<file path="src/rtl/etu_pkg.sv">
package etu_pkg;

   localparam int WIDTH = 32;
   localparam int CNT_W = $clog2(WIDTH + 1);

   localparam logic [WIDTH-1:0] FIRST_DIVISOR = WIDTH'(2);
   localparam logic [WIDTH-1:0] ONE = WIDTH'(1);

   // command to the shared divider
   typedef struct packed {
      logic             start;
      logic [WIDTH-1:0] dividend;
      logic [WIDTH-1:0] divisor;
   } div_req_type;

   // divider answer, valid while done is high
   typedef struct packed {
      logic             done;
      logic [WIDTH-1:0] quot;
      logic [WIDTH-1:0] rem;
   } div_rsp_type;

   typedef enum logic [6:0] {
      S_IDLE  = 7'b0000001,
      S_LOOP  = 7'b0000010,
      S_STRIP = 7'b0000100,
      S_RESD  = 7'b0001000,
      S_FINAL = 7'b0010000,
      S_FDIV  = 7'b0100000,
      S_DONE  = 7'b1000000
   } state_type;

endpackage

</file>
<file path="src/rtl/etu_div.sv">
module etu_div
   import etu_pkg::*;
(
   input  logic        clock,
   input  logic        reset,
   input  div_req_type div_req,
   output div_rsp_type div_rsp
);

   logic             busy_ff, busy_in;
   logic             done_ff, done_in;
   logic [CNT_W-1:0] cnt_ff, cnt_in;
   logic [WIDTH-1:0] quo_ff, quo_in;
   logic [WIDTH-1:0] rem_ff, rem_in;
   logic [WIDTH-1:0] dvs_ff, dvs_in;

   logic [WIDTH:0] partial;
   logic [WIDTH:0] diff;
   logic           fits;

   // one restoring step per cycle
   assign partial = {rem_ff, quo_ff[WIDTH-1]};
   assign diff    = partial - {1'b0, dvs_ff};
   assign fits    = partial >= {1'b0, dvs_ff};

   always_comb begin
      busy_in = busy_ff;
      done_in = 1'b0;
      cnt_in  = cnt_ff;
      quo_in  = quo_ff;
      rem_in  = rem_ff;
      dvs_in  = dvs_ff;
      if (div_req.start) begin
         busy_in = 1'b1;
         cnt_in  = CNT_W'(WIDTH);
         quo_in  = div_req.dividend;
         rem_in  = '0;
         dvs_in  = div_req.divisor;
      end else if (busy_ff) begin
         quo_in = {quo_ff[WIDTH-2:0], fits};
         rem_in = fits ? diff[WIDTH-1:0] : partial[WIDTH-1:0];
         cnt_in = cnt_ff - CNT_W'(1);
         if (cnt_ff == CNT_W'(1)) begin
            busy_in = 1'b0;
            done_in = 1'b1;
         end
      end
   end

   always_ff @(posedge clock) begin
      if (reset) begin
         busy_ff <= 1'b0;
         done_ff <= 1'b0;
         cnt_ff  <= '0;
      end else begin
         busy_ff <= busy_in;
         done_ff <= done_in;
         cnt_ff  <= cnt_in;
      end
      quo_ff <= quo_in;
      rem_ff <= rem_in;
      dvs_ff <= dvs_in;
   end

   assign div_rsp.done = done_ff;
   assign div_rsp.quot = quo_ff;
   assign div_rsp.rem  = rem_ff;

endmodule

</file>
<file path="src/rtl/euler_totient_unit.sv">
// channel | direction | handshake                     | payload
// req     | in        | req_valid / req_stall (out)   | req_number  [31:0]
// rsp     | out       | rsp_valid / rsp_stall (in)    | rsp_totient [31:0]
//
// One item at a time; req_stall is high from the transfer until the result
// is in the output register. Each trial divisor costs one pass of the shared
// serial divider, plus one pass per stripped factor and one for the result
// correction. The output register holds a result under rsp_stall while the
// next item is accepted. Synchronous reset clears all control state.
module euler_totient_unit
   import etu_pkg::*;
(
   input  logic             clock,
   input  logic             reset,
   input  logic             req_valid,
   output logic             req_stall,
   input  logic [WIDTH-1:0] req_number,
   output logic             rsp_valid,
   input  logic             rsp_stall,
   output logic [WIDTH-1:0] rsp_totient
);

   state_type        state_ff, state_in;
   logic             issued_ff, issued_in;
   logic [WIDTH-1:0] rest_ff, rest_in;
   logic [WIDTH-1:0] res_ff, res_in;
   logic [WIDTH-1:0] d_ff, d_in;
   logic             rsp_valid_ff, rsp_valid_in;
   logic [WIDTH-1:0] rsp_totient_ff, rsp_totient_in;

   div_req_type div_req;
   div_rsp_type div_rsp;
   logic        div_state;
   logic        out_free;

   etu_div u_div (
      .clock   (clock),
      .reset   (reset),
      .div_req (div_req),
      .div_rsp (div_rsp)
   );

   assign div_state = (state_ff == S_LOOP) || (state_ff == S_STRIP) ||
                      (state_ff == S_RESD) || (state_ff == S_FDIV);
   assign out_free  = !rsp_valid_ff || !rsp_stall;

   always_comb begin
      div_req.start    = div_state && !issued_ff;
      div_req.dividend = rest_ff;
      div_req.divisor  = d_ff;
      case (state_ff)
         S_RESD: begin
            div_req.dividend = res_ff;
         end
         S_FDIV: begin
            div_req.dividend = res_ff;
            div_req.divisor  = rest_ff;
         end
         default: ;
      endcase
   end

   always_comb begin
      state_in       = state_ff;
      issued_in      = issued_ff;
      rest_in        = rest_ff;
      res_in         = res_ff;
      d_in           = d_ff;
      rsp_valid_in   = rsp_valid_ff && rsp_stall;
      rsp_totient_in = rsp_totient_ff;
      if (div_req.start) issued_in = 1'b1;
      if (div_rsp.done)  issued_in = 1'b0;
      case (state_ff)
         S_IDLE: begin
            if (req_valid) begin
               rest_in  = req_number;
               res_in   = req_number;
               d_in     = FIRST_DIVISOR;
               state_in = S_LOOP;
            end
         end
         S_LOOP: begin
            // quotient below d means d*d > rest: trial phase over
            if (div_rsp.done) begin
               if (d_ff > div_rsp.quot) begin
                  state_in = S_FINAL;
               end else if (div_rsp.rem == '0) begin
                  rest_in  = div_rsp.quot;
                  state_in = S_STRIP;
               end else begin
                  d_in = d_ff + ONE;
               end
            end
         end
         S_STRIP: begin
            if (div_rsp.done) begin
               if (div_rsp.rem == '0) rest_in = div_rsp.quot;
               else                   state_in = S_RESD;
            end
         end
         S_RESD: begin
            if (div_rsp.done) begin
               res_in   = res_ff - div_rsp.quot;
               d_in     = d_ff + ONE;
               state_in = S_LOOP;
            end
         end
         S_FINAL: begin
            // leftover cofactor above one is a prime factor
            state_in = (rest_ff > ONE) ? S_FDIV : S_DONE;
         end
         S_FDIV: begin
            if (div_rsp.done) begin
               res_in   = res_ff - div_rsp.quot;
               state_in = S_DONE;
            end
         end
         S_DONE: begin
            if (out_free) begin
               rsp_valid_in   = 1'b1;
               rsp_totient_in = res_ff;
               state_in       = S_IDLE;
            end
         end
         default: begin
            state_in = S_IDLE;
         end
      endcase
   end

   always_ff @(posedge clock) begin
      if (reset) begin
         state_ff     <= S_IDLE;
         issued_ff    <= 1'b0;
         rsp_valid_ff <= 1'b0;
      end else begin
         state_ff     <= state_in;
         issued_ff    <= issued_in;
         rsp_valid_ff <= rsp_valid_in;
      end
      rest_ff        <= rest_in;
      res_ff         <= res_in;
      d_ff           <= d_in;
      rsp_totient_ff <= rsp_totient_in;
   end

   assign req_stall   = (state_ff != S_IDLE);
   assign rsp_valid   = rsp_valid_ff;
   assign rsp_totient = rsp_totient_ff;

   a_done_when_issued: assert property (@(posedge clock) disable iff (reset)
      div_rsp.done |-> issued_ff)
      else $error("divider answer without a pending command");

   a_no_start_while_pending: assert property (@(posedge clock) disable iff (reset)
      issued_ff && !div_rsp.done |-> !div_req.start)
      else $error("divider restarted while busy");

   a_result_loaded: assert property (@(posedge clock) disable iff (reset)
      (state_ff == S_DONE) && out_free |=> rsp_valid_ff && (state_ff == S_IDLE))
      else $error("finished result not moved to output register");

   a_divisor_nonzero: assert property (@(posedge clock) disable iff (reset)
      div_req.start |-> (div_req.divisor > ONE))
      else $error("divider started with divisor below two");

endmodule

</file>
<file path="config.mk">
export PLATFORM = sky130hd
export DESIGN_NAME = euler_totient_unit
export DESIGN_NICKNAME = d
export VERILOG_FILES = /design/src/rtl/etu_pkg.sv /design/src/rtl/etu_div.sv /design/src/rtl/euler_totient_unit.sv
export SDC_FILE = /design/constraint.sdc
export NUM_CORES = 1
export LEC_CHECK = 0
export ABC_CLOCK_PERIOD_IN_PS = 4400
export BUFFER_PORTS_ARGS = -buffer_cell sky130_fd_sc_hd__buf_2
export CORE_MARGIN = 1
export CORE_UTILIZATION = 25
export CTS_CLUSTER_SIZE = 8
export DETAILED_ROUTE_END_ITERATION = 12
export SLEW_MARGIN = 30
export SYNTH_ARGS = -nofsm -noshare
export SYNTH_HDL_FRONTEND = slang
export SYNTH_SLANG_ARGS = --single-unit
</file>
<file path="constraint.sdc">
create_clock -name clock -period 4.4 [get_ports clock]
set_input_delay 0.88 -clock clock [delete_from_list [all_inputs] [get_ports clock]]
set_output_delay 0.88 -clock clock [all_outputs]
set_load 0.005 [all_outputs]
</file>
==> flow_summary.toml, run 1 <==
[worst_setup_path]
arrival_ps = 3840
critPathKind = "reg2reg"
r2r_start = "u_div.quo_ff[31]"
crit_path_start_kind = "register"
crit_slowest_cell = "a21oi_4"
endpoint_kind = "register"
crit_top_cell = "nand2_1"
critPathMaxFanout = 17
crit_path_cell_trace = "inv_1, ha_1, nand3_1, nor2_1, nand2_1, nor3_1, nand3_1, o31ai_1, nand2_1, nand2_1, o21ai_0, a21oi_4, buf_12"
reg2reg_depth = 13
cpPeakStageDelay_ps = 590
worstPathRequired_ps = 4620
rr_endpoint = "d_ff[28]"
r2r_setup_slack_ps = 780

[place]
gp_congestion = 0.872
dpl_cell_area_um2 = 16000
dp_hpwl_mm = 29.0
dp.cells = 2299
port_buffers = 69
pre_cts_ws_ps = 734

[sta]
fin_worst_skew_ps = 28.4
max_slew.worst_pin.slew_ps = 986
setup-tns-final_ps = 0
worst_slack_ps = 776
maxSlewViolCount = 0
slew_headroom_pct = 34.1
min_period_over_period_pct = 82.4
hold_viol_final = 0
fmax_ghz = 0.276
rsz0062_at_grt = "no"
period_needed_ps = 3620
finalSetupViolCount = 0

[global_routing]
first_global_vias = 11700
antenna_found_initial = 2
use_met3_pct = 2.23
grt_pass1_wl_mm = 64.4
grt_start_max_net_pins = 97
track_usage_pct = 13.5
grtUsageMet2_pct = 22.5
top_usage_layer = "met2"
gr-total-overflow = 0
met1_usage_pct = 17.8

[power]
power_density_nw_per_um2 = 763
ir_drop_uv = 289
p_leak_uw = 0.00665

[clock_tree]
cts_inserted_buffers = 36
clock_path_buffers = 3
cts_setup_buffers = 0
clk_pin_slew_ps = 50
htreeDepth = 2
cts_hold_buf = 0
cts_tree = "built"
clkLatencyLatePin_ps = 530
cts_root_buffer = "clkbuf_16"
clock_sinks = 241
ctsResizeCount = 0

[yosys]
postSynthAreaPerCell_um2 = 9.77
synth_compound_area_share_pct = 15.8
synth_area_um2 = 14700
synth_xor_area_share_pct = 5.18
synthSimpleGateAreaFrac_pct = 14.9
syn_nets = 1643
synth_mux_area_share_pct = 5.54
ys_ff_latch = 241
synth-adder-area-share_pct = 8.60
seq_area_frac_synth_pct = 45.8
yosys_warnings = 0
synthCells = 1507
synth_top_family_by_area = "compound AO/OA/AOI/OAI gates"
synthArstFlopShare_pct = 0
ys.flop_type = "edfxtp_1"
yosysUniqueCellTypes = 80
synth_enable_flop_cells = 192

[detailed_routing]
wl_per_cell_um = 17.0
viasPerCell = 4.86
drc = 0
vias = 11500
drtIter0Drc = 869
finalWirelength_mm = 40.2
first_pass_iters = 5
ant_nets = 0

[min_path]
hold_end = "rsp_totient[0]"
hp-start = "res_ff[0]"
whs_path_depth = 0
hp-class = "reg2reg"

[finish]
stdcell_count = 2364
drive_above_1_share_pct = 13.8
antennaDiodeCount = 0
area_growth_pct = 15.8
final_nets = 1708
final_area_um2 = 17100

[run]
cap_violations = 0

[floorplanning]
fp.dieW_um = 245
coreArea_um2 = 57900
initial_core_util_pct = 25.4
rows = 88
die_h_um = 245
dieArea_um2 = 59900
io_pins = 70

[run_status]
outcome = "complete, no violations"
-- through the flow --
stage | power, µW | hold WS [ps] | utilization (%)
global placement | 10200 | 462 | 27.6
finish | 13000 | 496 | 29.4
global route | 14000 | 503 | 29.4
CTS | 13100 | 495 | 29.4
floorplan | 8660 | 443 | -
detailed placement | 10400 | 483 | 27.6
-- layout by cell type, fill, tap and decap left out, types with 4 or more instances in the layout --
cell	n
mux2i_1	14
clkbuf_1	24
a211oi_1	8
o21bai_1	5
clkbuf_16	37
a21oi_1	130
nand4_1	19
buf_2	69
nand3_1	27
o21a_1	12
o211ai_1	6
nor3_1	25
a21o_1	40
edfxtp_1	192
nor2_1	161
a21oi_4	4
or2_2	5
inv_1	88
a31oi_1	42
xnor2_1	45
o31ai_1	4
mux2_2	60
ha_1	98
dfxtp_1	49
nor3b_1	5
nand2_1	155
xor2_1	42
o21ai_0	81
buf_4	16
nor2b_1	14
nand2b_1	13
and3_1	10
nor4_1	19
or3_1	7
-- worst max-delay path: cells and delay by family (launching register included) --
family,cells,cell delay [ps]
and+or+nand+nor,7,1270
DFF,1,410
adders and majority gates,1,330
AOI/OAI and AO/OA,3,970
buffers and inverters,2,340
-- Yosys cell counts (10+ instances only) --
cell type | n | area, µm²
nor2_1 | 163 | 612
nand4_1 | 19 | 119
nand2_1 | 155 | 582
edfxtp_1 | 192 | 5770
dfxtp_1 | 49 | 981
clkbuf_1 | 38 | 143
nand2b_1 | 13 | 81.3
mux2_2 | 60 | 676
nor2b_1 | 14 | 87.6
and3_1 | 10 | 62.6
a21o_1 | 40 | 300
inv_1 | 88 | 330
nand3_1 | 27 | 135
o21ai_0 | 81 | 405
nor4_1 | 19 | 119
buf_2 | 11 | 55.1
a21oi_1 | 132 | 661
xnor2_1 | 45 | 394
nor3_1 | 25 | 125
xor2_1 | 42 | 368
mux2i_1 | 14 | 140
a31oi_1 | 42 | 263
o21a_1 | 12 | 90.1
ha_1 | 98 | 1230
-- state kept, by name, summed over array words and instances, names as in the netlist --
| register | cells |
|---|---|
| d_ff | 32 |
| res_ff | 32 |
| rest_ff | 32 |
| rsp_totient | 32 |
| u_div.dvs_ff | 32 |
| u_div.quo_ff | 32 |
| u_div.rem_ff | 32 |
| state_ff | 7 |
| u_div.cnt_ff | 6 |
| issued_ff | 1 |
| rsp_valid | 1 |
| u_div.busy_ff | 1 |
| u_div.done_ff | 1 |
-- power by group --
group          internal, µW  switching (µW)  leakage (µW)
clock                  1580            1030      0.000504
combinational          2430            3580       0.00394
sequential             3590             791       0.00221
-- how the worst max path moves through the flow --
| stage | end | slack, ps | startpoint |
|---|---|---|---|
| final | d_ff[28] | 780 | u_div.quo_ff[31] |
| after CTS | d_ff[31] | 720 | u_div.quo_ff[31] |
| after floorplan | d_ff[0] | 520 | d_ff[21] |
| after global routing | d_ff[31] | 480 | u_div.quo_ff[31] |
| after global placement | d_ff[25] | 770 | u_div.quo_ff[31] |
| after detailed placement | d_ff[22] | 730 | u_div.quo_ff[31] |
-- area by class of cell --
class	instances	area, µm²
multi-input combinational	1116	7440
inverter	89	335
fill	6087	40900
sequential	241	6750
tap	765	957
timing repair buffer	88	526
clock buffer	62	1030
clock inverter	3	22.5
-- kinds of logic (layout without fill, tap and decap cells) --
family | Yosys count | after routing
AOI/OAI and AO/OA | 375 | 375
xor gates and xnor gates | 87 | 87
adders and majority gates | 100 | 100
buffers and inverters | 150 | 242
DFF | 241 | 241
muxes | 74 | 74
and+or+nand+nor | 480 | 480
-- per-layer routing --
layer	vias up	share of wire (%)
li1	5604	-
met1	5535	47
met2	286	47
met3	55	4.1
met4	0	2.2
met5	-	0
No activity file was read; power rests on OpenSTA's default activity.
==> inputs of run 2 (changes only) <==
--- a/config.mk
+++ b/config.mk
@@ -5,7 +5,7 @@
 export SDC_FILE = /design/constraint.sdc
 export NUM_CORES = 1
 export LEC_CHECK = 0
-export ABC_CLOCK_PERIOD_IN_PS = 4400
+export ABC_CLOCK_PERIOD_IN_PS = 3100
 export BUFFER_PORTS_ARGS = -buffer_cell sky130_fd_sc_hd__buf_2
 export CORE_MARGIN = 1
 export CORE_UTILIZATION = 25
==> constraint.sdc (replaced) <==
create_clock -name clock -period 3.1 [get_ports clock]
set_input_delay 0.62 -clock clock [delete_from_list [all_inputs] [get_ports clock]]
set_output_delay 0.62 -clock clock [all_outputs]
set_load 0.005 [all_outputs]
==> flow_summary.toml, run 2 (same netlist as run 1, synthesis figures left out) <==
[power]
share_seq_of_total_power_pct = 32.0
switchingPower_uw = 7990
p_clk_share_pct = 19.2
ir_drop_uv = 411
p_sw_share_pct = 41.2
power_frac_comb_pct = 48.8
p_int_uw = 11400
p_leak_uw = 0.00694
power_density_nw_per_um2 = 1100

[run]
cap_violations = 0

[worst_setup_path]
r2r_start = "u_div.quo_ff[31]"
endpoint_kind = "register"
path_delay_family = "compound AO/OA/AOI/OAI gates"
arrival_ps = 3430
crit_path_cell_trace = "inv_1, ha_1, buf_4, nor2b_4, o31a_1, or4b_4, a21oi_2, o221ai_2, a211o_1, a21oi_2, xnor2_1, mux2i_1, a21oi_1"
startpoint = "u_div.quo_ff[31]"
cpPeakStageDelay_ps = 500
worstPathRequired_ps = 3530
critPathMaxFanout = 4
crit_path_start_kind = "register"
crit_top_cell = "a21oi_2"
critPathKind = "reg2reg"
critPathBufInv = 2
crit_slowest_cell = "or4b_4"

[global_routing]
track_usage_pct = 13.7
first_global_vias = 11700
gr-total-overflow = 0
grtUsageMet2_pct = 22.8
grt_pass1_wl_mm = 65.1
grt_start_max_net_pins = 97
top_usage_layer = "met2"
antenna_found_initial = 1
use_met3_pct = 2.73
met1_usage_pct = 17.4

[floorplanning]
dieArea_um2 = 59900
rows = 88
initial_core_util_pct = 25.4
fp.dieW_um = 245
die_h_um = 245
coreArea_um2 = 57900
io_pins = 70

[finish]
area_growth_pct = 19.8
drive_above_1_share_pct = 17.9
most-common-layout-cells = "edfxtp_1, nor2_1, nand2_1"
layout_commonest_cell = "edfxtp_1"
final_area_um2 = 17600
final_nets = 1761
stdcell_count = 2417

[place]
dp.cells = 2345
pre_cts_ws_ps = -102
gp_congestion = 0.872
dpl_cell_area_um2 = 16400
port_buffers = 69
dp_hpwl_mm = 30.1

[detailed_routing]
vias = 11800
viasPerCell = 4.88
drc = 0
finalWirelength_mm = 42.0
ant_nets = 0
first_pass_iters = 6
drtIter0Drc = 857
wl_per_cell_um = 17.4

[sta]
slew_headroom_pct = 41.3
fin_worst_skew_ps = 39.4
fmax_ghz = 0.334
min_period_over_period_pct = 96.7
hold_ws_ps = 385
period_needed_ps = 3000
worst_slack_ps = 102
max_slew.worst_pin.slew_ps = 880
hold_viol_final = 0
maxSlewViolCount = 0
finalSetupViolCount = 0

[clock_tree]
cts_root_buffer = "clkbuf_16"
cts_inserted_buffers = 36
clock_path_buffers = 3
clock_sinks = 241
cts_tree = "built"
clk_pin_slew_ps = 50
cts_hold_buf = 0
htreeDepth = 2
clkLatencyLatePin_ps = 540

[min_path]
hp-start = "req_number[19]"
hp-class = "in2reg"

[run_status]
outcome = "complete, no violations"
-- run 2: changes by cell type in the layout (fill, tap and decap cells not counted), moves of 2 or more --
cell	delta
o21ai_1	+2
a21oi_2	+4
buf_12	+4
o21ai_0	-6
buf_6	+2
o21ai_2	+4
buf_4	+46
fa_1	-2
o2bb2ai_1	-2
o31ai_2	+2
fa_2	+2
o2bb2ai_2	+2
o31ai_1	-2
a21oi_1	-4
-- run 2: routing by layer --
layer  wire length (µm)  part of all wire [%]  vias up
li1                   -                     -     5718
met1              18600                    44     5691
met4               1390                   3.3        0
met3               2240                   5.3       83
met5                  0                     0        -
met2              19700                    47      293
-- run 2: layout make-up --
class | instances | area (µm²)
well taps | 765 | 957
inverters | 89 | 335
diodes | 1 | 2.50
multi-input cells | 1116 | 7550
flip-flops and latches | 241 | 6750
clock buffers | 61 | 995
repair buffers | 141 | 998
clock inverters | 3 | 55.1
fillers | 6112 | 40300
-- run 2: stage by stage --
step | total power, µW | util (%) | TNS (ps)
after floorplan | 12300 | - | -467
after global placement | 15100 | 28.3 | -2450
after detailed placement | 15200 | 28.3 | -2200
after CTS | 19100 | 30.2 | 0
after global routing | 20700 | 30.5 | -55.3
final | 19400 | 30.5 | 0
-- run 2: power by group through the flow --
| stage | sequential, µW | combinational [µW] | clock [µW] |
|---|---|---|---|
| 2_1_floorplan | 5810 | 6510 | 0 |
| 3_3_place_gp | 6200 | 8900 | 0 |
| 3_5_place_dp | 6230 | 8980 | 0 |
| 4_1_cts | 6180 | 9100 | 3810 |
| 5_1_grt | 6330 | 10500 | 3940 |
| 6_report | 6200 | 9470 | 3720 |
-- run 2: what timing repair did --
item                       CTS  global route
setup buffers                0             6
cloned                       0             1
gates resized for setup      7            24
setup endpoints to repair   44            84
pin swaps                    4             8
-- run 2: final timing paths --
| path | to | cells past startpoint | slack (ps) |
|---|---|---|---|
| worst max-delay path | u_div.rem_ff[19] | 13 | 100 |
| worst min-delay path | res_ff[19] | 3 | 380 |
| worst max register to register | u_div.rem_ff[19] | 13 | 100 |
| worst min register to register | rsp_totient[27] | 0 | 500 |
-- run 2: worst reg2reg max path, cell delays in order, from the launching register on --
cell      delay (ps)
edfxtp_1         370
inv_1            140
ha_1             220
buf_4            140
nor2b_4           30
o31a_1           310
or4b_4           500
a21oi_2          230
o221ai_2         150
a211o_1          330
a21oi_2          150
xnor2_1          130
mux2i_1           90
a21oi_1          150
==> inputs of run 3 (changes only) <==
--- a/config.mk
+++ b/config.mk
@@ -8,9 +8,10 @@
 export ABC_CLOCK_PERIOD_IN_PS = 3100
 export BUFFER_PORTS_ARGS = -buffer_cell sky130_fd_sc_hd__buf_2
 export CORE_MARGIN = 1
-export CORE_UTILIZATION = 25
+export CORE_UTILIZATION = 57
 export CTS_CLUSTER_SIZE = 8
 export DETAILED_ROUTE_END_ITERATION = 12
+export PLACE_DENSITY = 0.78
 export SLEW_MARGIN = 30
 export SYNTH_ARGS = -nofsm -noshare
 export SYNTH_HDL_FRONTEND = slang
==> flow_summary.toml, run 3 (same netlist as run 1, synthesis figures left out) <==
[sta]
slew_headroom_pct = 39.9
fmax_ghz = 0.322
period_needed_ps = 3100
hold_viol_final = 0
fin_worst_skew_ps = 20.4
min_period_over_period_pct = 100
finalSetupViolCount = 1
max_slew.worst_pin.slew_ps = 898
maxSlewViolCount = 0
worst_slack_ps = -1.51
rsz0062_at_grt = "yes"

[detailed_routing]
ant_nets = 0
viasPerCell = 6.19
finalWirelength_mm = 41.1
drtIter0Drc = 1176
wl_per_cell_um = 20.0
vias = 12700
drc = 0
first_pass_iters = 5

[clock_tree]
cts_tree = "built"
htreeDepth = 2
clkLatencyLatePin_ps = 520
cts_inserted_buffers = 36
clock_path_buffers = 3
cts_root_buffer = "clkbuf_16"
clk_pin_slew_ps = 50
clock_sinks = 241

[floorplanning]
fp.dieW_um = 163
dieArea_um2 = 26500
rows = 58
initial_core_util_pct = 58.3
io_pins = 70
die_h_um = 163
coreArea_um2 = 25300

[power]
ir_drop_uv = 668
p_int_uw = 12100
share_seq_of_total_power_pct = 29.5
power_frac_comb_pct = 53.3
power_density_nw_per_um2 = 1150
p_clk_share_pct = 17.2
p_total_uw = 20500
switchingPower_uw = 8410
p_leak_uw = 0.00740
p_sw_share_pct = 41.0

[place]
dp_hpwl_mm = 26.6
gp_congestion = 0.900
pre_cts_ws_ps = -244
dpl_cell_area_um2 = 16300
port_buffers = 69

[worst_setup_path]
crit_top_cell = "buf_4"
critPathMaxFanout = 2
critPathKind = "reg2reg"
arrival_ps = 3520
crit_path_cell_trace = "inv_1, ha_1, nand4_1, nor3_2, o21ai_0, o211ai_1, nand3_1, nand2_4, nand2_4, buf_4, buf_4, buf_4, buf_4, buf_4, buf_4, buf_4, nor3_1"
crit_slowest_cell = "edfxtp_1"
cpPeakStageDelay_ps = 350
endpoint_kind = "register"
crit_path_start_kind = "register"
worstPathRequired_ps = 3520

[global_routing]
antenna_found_initial = 0
grt_pass1_wl_mm = 64.3
grt_start_max_net_pins = 97
gr-total-overflow = 0
track_usage_pct = 30.8
first_global_vias = 12300

[finish]
final_nets = 1846
layout_commonest_cell = "edfxtp_1"
fin_util_pct = 70.9
drive_above_1_share_pct = 23.1
most-common-layout-cells = "edfxtp_1, nor2_1, nand2_1"
antennaDiodeCount = 0
final_area_um2 = 17900
area_growth_pct = 21.7

[run_status]
violations = "negative setup slack"
outcome = "finished with violations"

[run]
cap_violations = 0

[min_path]
hp-class = "in2reg"
[run 3: routing by layer]
layer | vias to the layer above | GRT usage [%] | wire (µm)
li1 | 5869 | - | -
met1 | 6033 | 41.4 | 16800
met2 | 662 | 49.6 | 19200
met3 | 129 | 5.12 | 3530
met4 | 0 | 12.4 | 1570
met5 | - | 0 | 0
[run 3: power by group through the flow]
stage / clock [µW] / sequential (µW) / combinational, µW
2_1_floorplan: 0 / 5810 / 6510
3_3_place_gp: 0 / 5980 / 9130
3_5_place_dp: 0 / 6010 / 9430
4_1_cts: 3560 / 5970 / 10100
5_1_grt: 3700 / 6140 / 11800
6_report: 3530 / 6050 / 10900
[run 3: repair_timing]
| action | CTS | global route |
|---|---|---|
| hold buffers | 0 | 0 |
| cloned | 2 | 3 |
| setup buffers | 14 | 15 |
| endpoints found under the setup margin | 69 | 77 |
| pin swaps | 6 | 29 |
| gates resized for setup | 20 | 40 |
[run 3: worst paths after layout]
kind	slack [ps]	endpoint	from	cells after the start
min reg2reg	490	rsp_totient[9]	res_ff[9]	0
max reg2reg	-2	state_ff[4]	u_div.quo_ff[15]	17
max	-2	state_ff[4]	u_div.quo_ff[15]	17
min	410	res_ff[7]	req_number[7]	3
[run 3: cell type report]
class,instances,area [µm²]
sequential,241,6750
clock inverter,3,26.3
inverter,89,334
fill,1745,7340
timing repair buffer,226,1750
tap,330,413
multi-input combinational,1116,7680
clock buffer,47,963
[run 3: through the flow]
stage / setup TNS (ps) / instances / hold slack [ps]
after floorplan: -467 / 1507 / 443
after detailed placement: -1430 / 1969 / 482
after global placement: -6640 / 1968 / 474
after CTS: 0 / 2035 / 395
final: -1.51 / 2052 / 410
after global routing: -113 / 2052 / 402
[run 3: critical path, delay by kind of cell (launching register included)]
| kind | cells | cell delay (ps) |
|---|---|---|
| simple gates | 6 | 1110 |
| flops | 1 | 350 |
| buf+inv | 8 | 960 |
| compound gates | 2 | 290 |
| fa+ha+maj | 1 | 300 |
